===== src/hdl/assert_macros.svh =====
// Assertion macros shared by the console RTL.
`ifndef ASSERT_MACROS_SVH
`define ASSERT_MACROS_SVH

`ifndef ASSERT_OFF
`define ASSERT_CHK(label, clock, reset, prop, msg) \
  label: assert property (@(posedge clock) disable iff (reset) (prop)) else $error(msg);
`define ASSERT_IMPL(label, clock, reset, ante, cons, msg) \
  label: assert property (@(posedge clock) disable iff (reset) (ante) |-> (cons)) \
    else $error(msg);
`else
`define ASSERT_CHK(label, clock, reset, prop, msg)
`define ASSERT_IMPL(label, clock, reset, ante, cons, msg)
`endif

`endif


===== src/hdl/tcc_pkg.sv =====
// Shared types, codes and name tables of the text console.
package tcc_pkg;

  localparam int ADDR_W = 11;

  localparam logic [1:0] ACT_MARKUP = 2'd0;
  localparam logic [1:0] ACT_RAW    = 2'd1;
  localparam logic [1:0] ACT_CLEAR  = 2'd2;

  localparam logic [7:0] CH_BS    = 8'h08;
  localparam logic [7:0] CH_NL    = 8'h0A;
  localparam logic [7:0] CH_SPACE = 8'h20;
  localparam logic [7:0] CH_SLASH = 8'h2F;
  localparam logic [7:0] CH_LT    = 8'h3C;
  localparam logic [7:0] CH_GT    = 8'h3E;

  localparam logic [7:0] DEFAULT_COLOR_RESET = 8'h0F;

  localparam int NAME_COUNT = 8;
  localparam int NAME_SLOTS = 8;

  localparam logic [7:0] NAME_TEXT [NAME_COUNT][NAME_SLOTS] = '{
    '{"b", "l", "a", "c", "k", 8'h00, 8'h00, 8'h00},
    '{"b", "l", "u", "e", 8'h00, 8'h00, 8'h00, 8'h00},
    '{"g", "r", "e", "e", "n", 8'h00, 8'h00, 8'h00},
    '{"c", "y", "a", "n", 8'h00, 8'h00, 8'h00, 8'h00},
    '{"r", "e", "d", 8'h00, 8'h00, 8'h00, 8'h00, 8'h00},
    '{"m", "a", "g", "e", "n", "t", "a", 8'h00},
    '{"y", "e", "l", "l", "o", "w", 8'h00, 8'h00},
    '{"w", "h", "i", "t", "e", 8'h00, 8'h00, 8'h00}
  };
  localparam logic [2:0] NAME_LEN [NAME_COUNT] = '{
    3'd5, 3'd4, 3'd5, 3'd4, 3'd3, 3'd7, 3'd6, 3'd5
  };
  localparam logic [7:0] NAME_CODE [NAME_COUNT] = '{
    8'h00, 8'h01, 8'h02, 8'h03, 8'h04, 8'h05, 8'h0E, 8'h0F
  };

  // Command word passed from the tag parser to the cursor unit.
  typedef struct packed {
    logic       is_clear;
    logic [7:0] code;
    logic [7:0] attr;
  } cmd_t;

endpackage


===== src/hdl/tcc_if.sv =====
// Input and output channel interfaces of the text console.
interface tcc_in_if;
  logic       valid;
  logic       ready;
  logic [1:0] action;
  logic [7:0] char_code;
  logic       last_of_string;

  modport source (output valid, action, char_code, last_of_string, input ready);
  modport sink (input valid, action, char_code, last_of_string, output ready);
endinterface

interface tcc_out_if;
  logic        valid;
  logic        ready;
  logic        cell_write;
  logic [10:0] cell_address;
  logic [7:0]  cell_char;
  logic [7:0]  cell_attr;
  logic        scroll_up;
  logic        clear_all;
  logic [7:0]  fill_attr;
  logic [10:0] cursor_pos;

  modport source (output valid, cell_write, cell_address, cell_char, cell_attr,
                  scroll_up, clear_all, fill_attr, cursor_pos, input ready);
  modport sink (input valid, cell_write, cell_address, cell_char, cell_attr,
                scroll_up, clear_all, fill_attr, cursor_pos, output ready);
endinterface


===== src/hdl/text_console_with_color_tags.sv =====
// Top level of the text console with color tags.
//
//  channel  dir  word
//  in_ch    in   action, char_code, last_of_string
//  out_ch   out  cell write, scroll/clear request, cursor position
//  cfg      in   default_color (write enable + data)
//
// One character is accepted per cycle while the command queue is not full; a result
// word passes through the queue, then the output register.
// Tag characters produce no word. A two-word command queue lets the tag
// parser keep accepting while the output side is stalled; input ready drops
// only when that queue is full. Reset is synchronous.
module text_console_with_color_tags #(
  parameter int COLUMNS   = 80,
  parameter int ROWS      = 25,
  parameter int TAG_CHARS = 15
) (
  input  logic       clk,
  input  logic       rst,
  tcc_in_if.sink     in_ch,
  tcc_out_if.source  out_ch,
  input  logic       cfg_we,
  input  logic [7:0] cfg_wdata
);
  import tcc_pkg::*;

  logic q_full, q_valid, push, pop;
  cmd_t push_data, q_head;

  tcc_front #(.TAG_CHARS(TAG_CHARS)) u_front (
    .clk       (clk),
    .rst       (rst),
    .in_ch     (in_ch),
    .cfg_we    (cfg_we),
    .cfg_wdata (cfg_wdata),
    .q_full    (q_full),
    .push      (push),
    .push_data (push_data)
  );

  tcc_queue u_queue (
    .clk       (clk),
    .rst       (rst),
    .push      (push),
    .push_data (push_data),
    .pop       (pop),
    .full      (q_full),
    .not_empty (q_valid),
    .head      (q_head)
  );

  tcc_back #(.COLUMNS(COLUMNS), .ROWS(ROWS)) u_back (
    .clk     (clk),
    .rst     (rst),
    .q_valid (q_valid),
    .q_data  (q_head),
    .pop     (pop),
    .out_ch  (out_ch)
  );

endmodule


===== src/hdl/tcc_front.sv =====
// Front end: accepts characters, parses color tags, issues commands.
module tcc_front #(
  parameter int TAG_CHARS = 15
) (
  input  logic          clk,
  input  logic          rst,
  tcc_in_if.sink        in_ch,
  input  logic          cfg_we,
  input  logic [7:0]    cfg_wdata,
  input  logic          q_full,
  output logic          push,
  output tcc_pkg::cmd_t push_data
);
  import tcc_pkg::*;

  localparam int LEN_W = $clog2(TAG_CHARS + 1);

  typedef enum logic [3:0] {
    PH_IDLE = 4'b0001,
    PH_OPEN = 4'b0010,
    PH_NAME = 4'b0100,
    PH_FULL = 4'b1000
  } phase_t;

  phase_t                phase, phase_next;
  logic                  closing, closing_next;
  logic [LEN_W-1:0]      len, len_next;
  logic [NAME_COUNT-1:0] ok, ok_next;
  logic [7:0]            active, active_next;
  logic [7:0]            default_color;
  logic                  do_close;
  logic                  idle_path;
  logic [7:0]            c;
  logic                  last;

  assign in_ch.ready = !q_full;
  assign c    = in_ch.char_code;
  assign last = in_ch.last_of_string;

  always_comb begin
    phase_next   = phase;
    closing_next = closing;
    len_next     = len;
    ok_next      = ok;
    active_next  = active;
    do_close     = 1'b0;
    idle_path    = 1'b0;
    push         = 1'b0;
    push_data    = '0;
    if (in_ch.valid && in_ch.ready) begin
      case (in_ch.action)
        ACT_MARKUP: begin
          idle_path = (phase == PH_IDLE) || ((phase == PH_FULL) && (c != CH_GT));
          if (phase == PH_FULL) begin
            phase_next = PH_IDLE;
          end
          if (idle_path) begin
            if (c != CH_LT) begin
              push      = 1'b1;
              push_data = '{is_clear: 1'b0, code: c, attr: active};
            end else begin
              closing_next = 1'b0;
              len_next     = '0;
              ok_next      = '1;
              phase_next   = last ? PH_IDLE : PH_OPEN;
            end
          end else if (phase == PH_FULL) begin
            phase_next = PH_IDLE;
          end else if ((phase == PH_OPEN) && (c == CH_SLASH)) begin
            closing_next = 1'b1;
            if (last) begin
              do_close   = 1'b1;
              phase_next = PH_IDLE;
            end else begin
              phase_next = PH_NAME;
            end
          end else if (c == CH_GT) begin
            do_close   = 1'b1;
            phase_next = PH_IDLE;
          end else begin
            if (len < LEN_W'(TAG_CHARS)) begin
              for (int k = 0; k < NAME_COUNT; k++) begin
                ok_next[k] = ok[k] && (len < LEN_W'(NAME_LEN[k])) &&
                             (NAME_TEXT[k][len[2:0]] == c);
              end
              len_next = len + 1'b1;
            end
            if (last) begin
              do_close   = 1'b1;
              phase_next = PH_IDLE;
            end else if (len_next >= LEN_W'(TAG_CHARS)) begin
              do_close   = 1'b1;
              phase_next = PH_FULL;
            end else begin
              phase_next = PH_NAME;
            end
          end
        end
        ACT_RAW: begin
          push      = 1'b1;
          push_data = '{is_clear: 1'b0, code: c, attr: active};
        end
        ACT_CLEAR: begin
          push      = 1'b1;
          push_data = '{is_clear: 1'b1, code: 8'h00, attr: active};
        end
        default: begin
        end
      endcase
    end
    if (do_close) begin
      if (closing_next) begin
        active_next = default_color;
      end else begin
        for (int k = 0; k < NAME_COUNT; k++) begin
          if (ok_next[k] && (len_next == LEN_W'(NAME_LEN[k]))) begin
            active_next = NAME_CODE[k];
          end
        end
      end
    end
  end

  always_ff @(posedge clk) begin
    if (rst) begin
      phase         <= PH_IDLE;
      closing       <= 1'b0;
      len           <= '0;
      ok            <= '1;
      active        <= DEFAULT_COLOR_RESET;
      default_color <= DEFAULT_COLOR_RESET;
    end else begin
      phase   <= phase_next;
      closing <= closing_next;
      len     <= len_next;
      ok      <= ok_next;
      active  <= active_next;
      if (cfg_we) begin
        default_color <= cfg_wdata;
      end
    end
  end

endmodule


===== src/hdl/tcc_queue.sv =====
// Two-word command queue between tag parser and cursor unit.
`include "assert_macros.svh"
module tcc_queue (
  input  logic          clk,
  input  logic          rst,
  input  logic          push,
  input  tcc_pkg::cmd_t push_data,
  input  logic          pop,
  output logic          full,
  output logic          not_empty,
  output tcc_pkg::cmd_t head
);
  import tcc_pkg::*;

  localparam int DEPTH = 2;
  localparam int PTR_W = $clog2(DEPTH);
  localparam int CNT_W = $clog2(DEPTH + 1);

  cmd_t             mem [DEPTH];
  logic [PTR_W-1:0] wr_ptr, rd_ptr;
  logic [CNT_W-1:0] count;

  assign full      = (count == CNT_W'(DEPTH));
  assign not_empty = (count != '0);
  assign head      = mem[rd_ptr];

  always_ff @(posedge clk) begin
    if (push) begin
      mem[wr_ptr] <= push_data;
    end
  end

  always_ff @(posedge clk) begin
    if (rst) begin
      wr_ptr <= '0;
      rd_ptr <= '0;
      count  <= '0;
    end else begin
      if (push) begin
        wr_ptr <= (wr_ptr == PTR_W'(DEPTH - 1)) ? '0 : wr_ptr + 1'b1;
      end
      if (pop) begin
        rd_ptr <= (rd_ptr == PTR_W'(DEPTH - 1)) ? '0 : rd_ptr + 1'b1;
      end
      if (push && !pop) begin
        count <= count + 1'b1;
      end else if (pop && !push) begin
        count <= count - 1'b1;
      end
    end
  end

  `ASSERT_CHK(a_q_count, clk, rst, count <= CNT_W'(DEPTH), "queue count overflow")
  `ASSERT_IMPL(a_q_push, clk, rst, push, !full, "push into full queue")
  `ASSERT_IMPL(a_q_pop, clk, rst, pop, not_empty, "pop from empty queue")

endmodule


===== src/hdl/tcc_back.sv =====
// Back end: cursor movement, scroll and clear, output word register.
`include "assert_macros.svh"
module tcc_back #(
  parameter int COLUMNS = 80,
  parameter int ROWS    = 25
) (
  input  logic          clk,
  input  logic          rst,
  input  logic          q_valid,
  input  tcc_pkg::cmd_t q_data,
  output logic          pop,
  tcc_out_if.source     out_ch
);
  import tcc_pkg::*;

  localparam int COL_W  = $clog2(COLUMNS);
  localparam int ROW_W  = $clog2(ROWS);
  localparam int COLX_W = $clog2(COLUMNS + 1);
  localparam int ROWX_W = $clog2(ROWS + 1);

  logic [COL_W-1:0]  col;
  logic [ROW_W-1:0]  row;
  logic [COLX_W-1:0] ncol;
  logic [ROWX_W-1:0] nrow;
  logic              wr, scr;
  logic [ADDR_W-1:0] addr;
  logic [7:0]        ch;

  function automatic logic [ADDR_W-1:0] linear(input logic [ROWX_W-1:0] r,
                                               input logic [COLX_W-1:0] c);
    return ADDR_W'(32'(r) * 32'(COLUMNS) + 32'(c));
  endfunction

  assign pop = q_valid && (!out_ch.valid || out_ch.ready);

  always_comb begin
    ncol = COLX_W'(col);
    nrow = ROWX_W'(row);
    wr   = 1'b0;
    addr = '0;
    ch   = 8'h00;
    scr  = 1'b0;
    case (q_data.code)
      CH_NL: begin
        ncol = '0;
        nrow = ROWX_W'(row) + 1'b1;
      end
      CH_BS: begin
        if (col != '0) begin
          ncol = COLX_W'(col) - 1'b1;
        end else if (row != '0) begin
          nrow = ROWX_W'(row) - 1'b1;
          ncol = COLX_W'(COLUMNS - 1);
        end
        wr   = 1'b1;
        addr = linear(nrow, ncol);
        ch   = CH_SPACE;
      end
      default: begin
        wr   = 1'b1;
        addr = linear(ROWX_W'(row), COLX_W'(col));
        ch   = q_data.code;
        ncol = COLX_W'(col) + 1'b1;
        if (ncol >= COLX_W'(COLUMNS)) begin
          ncol = '0;
          nrow = ROWX_W'(row) + 1'b1;
        end
      end
    endcase
    if (nrow >= ROWX_W'(ROWS)) begin
      scr  = 1'b1;
      nrow = ROWX_W'(ROWS - 1);
    end
  end

  always_ff @(posedge clk) begin
    if (rst) begin
      out_ch.valid <= 1'b0;
      col          <= '0;
      row          <= '0;
    end else begin
      if (pop) begin
        out_ch.valid <= 1'b1;
        if (q_data.is_clear) begin
          col <= '0;
          row <= '0;
        end else begin
          col <= ncol[COL_W-1:0];
          row <= nrow[ROW_W-1:0];
        end
      end else if (out_ch.ready) begin
        out_ch.valid <= 1'b0;
      end
    end
  end

  always_ff @(posedge clk) begin
    if (pop) begin
      if (q_data.is_clear) begin
        out_ch.cell_write   <= 1'b0;
        out_ch.cell_address <= '0;
        out_ch.cell_char    <= 8'h00;
        out_ch.cell_attr    <= 8'h00;
        out_ch.scroll_up    <= 1'b0;
        out_ch.clear_all    <= 1'b1;
        out_ch.fill_attr    <= q_data.attr;
        out_ch.cursor_pos   <= '0;
      end else begin
        out_ch.cell_write   <= wr;
        out_ch.cell_address <= addr;
        out_ch.cell_char    <= ch;
        out_ch.cell_attr    <= wr ? q_data.attr : 8'h00;
        out_ch.scroll_up    <= scr;
        out_ch.clear_all    <= 1'b0;
        out_ch.fill_attr    <= scr ? q_data.attr : 8'h00;
        out_ch.cursor_pos   <= linear(nrow, ncol);
      end
    end
  end

  `ASSERT_CHK(a_col_range, clk, rst, COLX_W'(col) < COLX_W'(COLUMNS), "column out of range")
  `ASSERT_CHK(a_row_range, clk, rst, ROWX_W'(row) < ROWX_W'(ROWS), "row out of range")
  `ASSERT_IMPL(a_clear_word, clk, rst, out_ch.valid && out_ch.clear_all,
               !out_ch.cell_write && !out_ch.scroll_up, "clear word carries a cell write")

endmodule


===== src/flat_wrapper.sv =====
// flat-port wrapper written by rule: the top's interface ports become plain ports
module text_console_with_color_tags_flat import tcc_pkg::*;
#(
  parameter int COLUMNS   = 80,
  parameter int ROWS      = 25,
  parameter int TAG_CHARS = 15
)
  (clk, rst, cfg_we, cfg_wdata, in_ch_valid, in_ch_action, in_ch_char_code, in_ch_last_of_string, in_ch_ready, out_ch_valid, out_ch_cell_write, out_ch_cell_address, out_ch_cell_char, out_ch_cell_attr, out_ch_scroll_up, out_ch_clear_all, out_ch_fill_attr, out_ch_cursor_pos, out_ch_ready);
  tcc_in_if in_ch_i ();
  tcc_out_if out_ch_i ();
  input  logic clk;
  input  logic rst;
  input  logic cfg_we;
  input  logic [7:0] cfg_wdata;
  input wire logic [$bits(in_ch_i.valid)-1:0] in_ch_valid;
  input wire logic [$bits(in_ch_i.action)-1:0] in_ch_action;
  input wire logic [$bits(in_ch_i.char_code)-1:0] in_ch_char_code;
  input wire logic [$bits(in_ch_i.last_of_string)-1:0] in_ch_last_of_string;
  output wire logic [$bits(in_ch_i.ready)-1:0] in_ch_ready;
  output wire logic [$bits(out_ch_i.valid)-1:0] out_ch_valid;
  output wire logic [$bits(out_ch_i.cell_write)-1:0] out_ch_cell_write;
  output wire logic [$bits(out_ch_i.cell_address)-1:0] out_ch_cell_address;
  output wire logic [$bits(out_ch_i.cell_char)-1:0] out_ch_cell_char;
  output wire logic [$bits(out_ch_i.cell_attr)-1:0] out_ch_cell_attr;
  output wire logic [$bits(out_ch_i.scroll_up)-1:0] out_ch_scroll_up;
  output wire logic [$bits(out_ch_i.clear_all)-1:0] out_ch_clear_all;
  output wire logic [$bits(out_ch_i.fill_attr)-1:0] out_ch_fill_attr;
  output wire logic [$bits(out_ch_i.cursor_pos)-1:0] out_ch_cursor_pos;
  input wire logic [$bits(out_ch_i.ready)-1:0] out_ch_ready;
  assign in_ch_i.valid = in_ch_valid;
  assign in_ch_i.action = in_ch_action;
  assign in_ch_i.char_code = in_ch_char_code;
  assign in_ch_i.last_of_string = in_ch_last_of_string;
  assign in_ch_ready = in_ch_i.ready;
  assign out_ch_valid = out_ch_i.valid;
  assign out_ch_cell_write = out_ch_i.cell_write;
  assign out_ch_cell_address = out_ch_i.cell_address;
  assign out_ch_cell_char = out_ch_i.cell_char;
  assign out_ch_cell_attr = out_ch_i.cell_attr;
  assign out_ch_scroll_up = out_ch_i.scroll_up;
  assign out_ch_clear_all = out_ch_i.clear_all;
  assign out_ch_fill_attr = out_ch_i.fill_attr;
  assign out_ch_cursor_pos = out_ch_i.cursor_pos;
  assign out_ch_i.ready = out_ch_ready;
  text_console_with_color_tags #(.COLUMNS(COLUMNS), .ROWS(ROWS), .TAG_CHARS(TAG_CHARS)) u_core (.clk(clk), .rst(rst), .in_ch(in_ch_i), .out_ch(out_ch_i), .cfg_we(cfg_we), .cfg_wdata(cfg_wdata));
endmodule

===== config.mk =====
export PLATFORM = sky130hd
export DESIGN_NAME = text_console_with_color_tags_flat
export DESIGN_NICKNAME = d
export VERILOG_FILES = /design/src/hdl/tcc_pkg.sv /design/src/hdl/tcc_if.sv /design/src/hdl/text_console_with_color_tags.sv /design/src/hdl/tcc_front.sv /design/src/hdl/tcc_queue.sv /design/src/hdl/tcc_back.sv /design/src/flat_wrapper.sv
export VERILOG_INCLUDE_DIRS = /design/src /design/src/hdl
export SDC_FILE = /design/constraint.sdc
export NUM_CORES = 1
export LEC_CHECK = 0
export BUFFER_PORTS_ARGS = -buffer_cell sky130_fd_sc_hd__buf_4
export CORE_AREA = 2 2 158 160
export DETAILED_ROUTE_END_ITERATION = 8
export DIE_AREA = 0 0 160 162
export GPL_TIMING_DRIVEN = 0
export PLACE_DENSITY = 0.62
export RECOVER_POWER = 25
export SYNTH_ARGS = -nofsm -noshare
export SYNTH_HDL_FRONTEND = slang
export SYNTH_SLANG_ARGS = --single-unit
export TNS_END_PERCENT = 1

===== constraint.sdc =====
create_clock -name clk -period 5.9 [get_ports clk]
set_clock_uncertainty 0.05 [all_clocks]
set_input_delay 1.475 -clock clk [delete_from_list [all_inputs] [get_ports clk]]
set_output_delay 1.475 -clock clk [all_outputs]
set_load 0.01 [all_outputs]

==> key figures <==
Critical path
  • CP max stage delay: 0.79 ns
  • Slowest-stage cell, CP: nor4b_1
  • CP top delay family: compound AO/OA/AOI/OAI gates
  • Max Fanout on Critical Path: 10
  • WS Path Type: flop to flop
  • WP data required: 6.01 ns
  • Buffers and inverters on the worst path: 1
  • Startpoint type of the worst setup path: flop
  • Worst Setup End Kind: flop
  • Worst path cell trace: inv_1 > ha_1 > nor4b_1 > nor2_1 > o21ai_0 > a21oi_1 > a211oi_1 > a21oi_1 > ha_1 > ha_1 > fa_1 > nand3_1 > a21o_1 > a32o_1 > a21oi_1 > o21ai_0 > xnor2_1 > nor2_1
  • Crit path DAT: 5.47 ns

Clock tree
  • CTS H-tree lvls: 4
  • Root Driver: clkbuf_16
  • Max Buffers Root-to-Sink: 2
  • CTS hold repair buffers: 0
  • Clk_lat worst skew: 0.42 ns
  • Post-CTS Setup Repair Bufs: 0
  • Cts bufs inserted: 17
  • Clock-pin slew on the worst setup and hold paths: 0.06 ns
  • Number of clock sinks: 134
  • CTS resizes: 0
  • TritonCTS clock tree: built

Power and ir drop
  • Power per cell area: 315 nW/um^2
  • Leak pwr: 3.74 nW
  • Max IR drop VDD: 0.000213 V

Run status
  • Status: finished, final reports clean

Drt
  • Drt pass-1 iters: 5
  • Vias: 6,809
  • 1st-iter DRT viols: 519
  • # DRC: 0
  • Antenna Nets Post-Route: 0
  • Post-Route WL: 21.1 mm
  • Vias/cell: 5.28
  • Drt wl/cell: 16.4 um

Floorplan
  • Die area: 25,900 um^2
  • Io pins: 75
  • # rows: 57
  • Core area: 24,100 um^2
  • Die width: 160 um
  • Initial Util: 34.9%
  • Die Height: 162 um

Flow run
  • # Max-Cap Violations: 0

Timing
  • Period utilisation layout: 90.9%
  • Rel. slew slack: 21.7%
  • RSZ-0062 raised after global routing: false
  • Final Setup Violations: 0
  • Fmax: 186 MHz
  • Slew @ Worst Pin: 1.17 ns
  • Slew Limit Fails: 0
  • Aggregate negative setup slack: 0 ns
  • Hold violation count in the final report: 0
  • Min cycle time layout: 5.36 ns

Place
  • PortBufs: 69
  • DP HPWL: 15.8 mm
  • # placed instances: 1,257
  • GPL Wtd Cong: 0.914

GRT
  • Gr usage total: 16.5%
  • First-pass GRT wire length: 33.9 mm
  • Initial antenna violation count: 0
  • Largest net degree at the start of global routing: 55
  • Grt total ovfl: 0
  • Vias in the first global route: 6,486

Final layout
  • Area growth from synthesis to layout: 15.9%
  • Commonest non-fill, non-tap cells in the layout: nor2_1 (104), edfxtp_1 (83), clkbuf_1 (82)
  • Most common cell after layout, fill and taps aside: nor2_1
  • Fin nets: 1,028
  • # diodes: 0
  • Share of layout cells above drive strength 1: 9.95%
  • Fill cells: 2,444
  • Finished Layout Cells: 1,289

Synth
  • Synth Flop Type: edfxtp_1
  • Post-synth EDFFs: 83
  • Synth warn: 0
  • Synth Register Bits: 134
  • Mapped cell area: 8400 um^2
  • Mapped Nets: 940
  • Post-Synthesis Cells: 864
  • Ys async rst share: 0%
  • Post-synthesis sequential area ratio: 41.8%
  • Distinct cells, synth: 87
  • Syn avg cell area: 9.73 um^2

Worst hold path
  • Worst Hold Class: flop to flop
-- Yosys cell counts, drive strengths merged, types with 5 or more instances --
master | number | area (um^2)
o21bai | 6 | 48.8
inv | 32 | 120
dfxtp | 51 | 1020
a31oi | 10 | 68.8
and3 | 5 | 31.3
a21oi | 49 | 245
or3 | 5 | 31.3
xor2 | 16 | 140
a211oi | 12 | 95.1
nand4 | 6 | 43.8
a21o | 12 | 90.1
o21a | 5 | 37.5
and2 | 32 | 200
a22oi | 12 | 90.1
nor4b | 6 | 65.1
edfxtp | 83 | 2490
nor3 | 20 | 105
buf | 21 | 108
ha | 46 | 576
nand3 | 21 | 110
a32o | 7 | 70.1
nor2 | 105 | 402
clkbuf | 28 | 105
nor4 | 12 | 81.3
nand2b | 5 | 31.3
a221o | 6 | 60.1
nand2 | 62 | 238
nor2b | 11 | 68.8
o21ai | 32 | 160
xnor2 | 32 | 280
or2 | 6 | 37.5
fa | 6 | 120
mux2i | 34 | 340
-- registers in the layout (all words and copies together), names as in the netlist, named ones only --
register,count
u_core.u_front.len,4
u_core.u_back.out_ch.valid,1
u_core.u_back.out_ch.clear_all,1
u_core.u_back.out_ch.cell_attr,8
u_core.u_front.default_color,8
u_core.u_back.out_ch.cell_write,1
u_core.u_back.col,7
u_core.u_back.out_ch.scroll_up,1
u_core.u_back.out_ch.cell_address,11
u_core.u_front.closing,1
u_core.u_queue.rd_ptr,1
u_core.u_back.out_ch.cell_char,8
u_core.u_back.row,5
u_core.u_back.out_ch.cursor_pos,11
u_core.u_queue.wr_ptr,1
u_core.u_queue.mem,34
u_core.u_back.out_ch.fill_attr,8
u_core.u_front.ok,8
u_core.u_front.active,8
u_core.u_queue.count,2
u_core.u_front.phase,4
-- per-layer routing --
metal  track usage [%]  part of all wire (%)  up-vias
met5                 0                     0        -
met4              5.41                   1.8        0
met3              3.40                   4.8       25
met2              26.9                    46      192
met1              22.0                    47     3250
li1                  -                     -     3342
-- cell type report --
| cell class | count | area [um^2] | area share, % |
|---|---|---|---|
| Buffer | 49 | 211 | 2.17 |
| Clock buffer | 18 | 429 | 4.40 |
| Clock inverter | 14 | 174 | 1.79 |
| Inverter | 32 | 120 | 1.23 |
| Multi-Input combinational cell | 649 | 4560 | 46.8 |
| Sequential cell | 134 | 3510 | 36.1 |
| Tap cell | 324 | 405 | 4.16 |
| Timing Repair Buffer | 69 | 330 | 3.39 |
-- cells by family after synthesis --
logic type                 Yosys count  synth area share (%)
xor gates and xnor gates            48                  5.00
AOI/OAI and AO/OA                  198                  17.2
adders and majority gates           52                  8.28
and+or+nand+nor                    315                  19.4
buffers and inverters               81                  3.96
DFF                                134                  41.8
muxes                               36                  4.32
-- per-stage QoR --
step / util (%) / setup WS [ns] / hold WS (ns) / area, um^2 / total power [mW]
5_1_grt: 40.4 / 0.147 / 0.446 / 9740 / 3.23
2_1_floorplan: - / 1.42 / 0.387 / 8400 / 1.77
3_3_place_gp: 38.7 / 0.732 / 0.418 / 9330 / 2.11
3_5_place_dp: 38.7 / 0.615 / 0.421 / 9330 / 2.12
4_1_cts: 41.2 / 0.579 / 0.427 / 9930 / 3.20
6_report: 40.4 / 0.535 / 0.432 / 9740 / 3.07
-- report_power, final --
part	internal (mW)	leakage, nW	switching [mW]
Sequential	1.23	1.21	0.0525
Clock	0.668	0.297	0.407
Combinational	0.222	2.24	0.490
Total	2.12	3.74	0.950
-- worst paths after layout --
path	startpoint	endpoint	slack [ns]	cells after the start
setup / recovery	u_core.u_back.row[1]	u_core.u_back.out_ch.cursor_pos[10]	0.54	18
hold / removal	u_core.u_front.default_color[4]	u_core.u_front.active[4]	0.43	1
setup reg to reg	u_core.u_back.row[1]	u_core.u_back.out_ch.cursor_pos[10]	0.54	18
hold reg to reg	u_core.u_front.default_color[4]	u_core.u_front.active[4]	0.43	1
No activity file was read; power rests on OpenSTA's default activity.
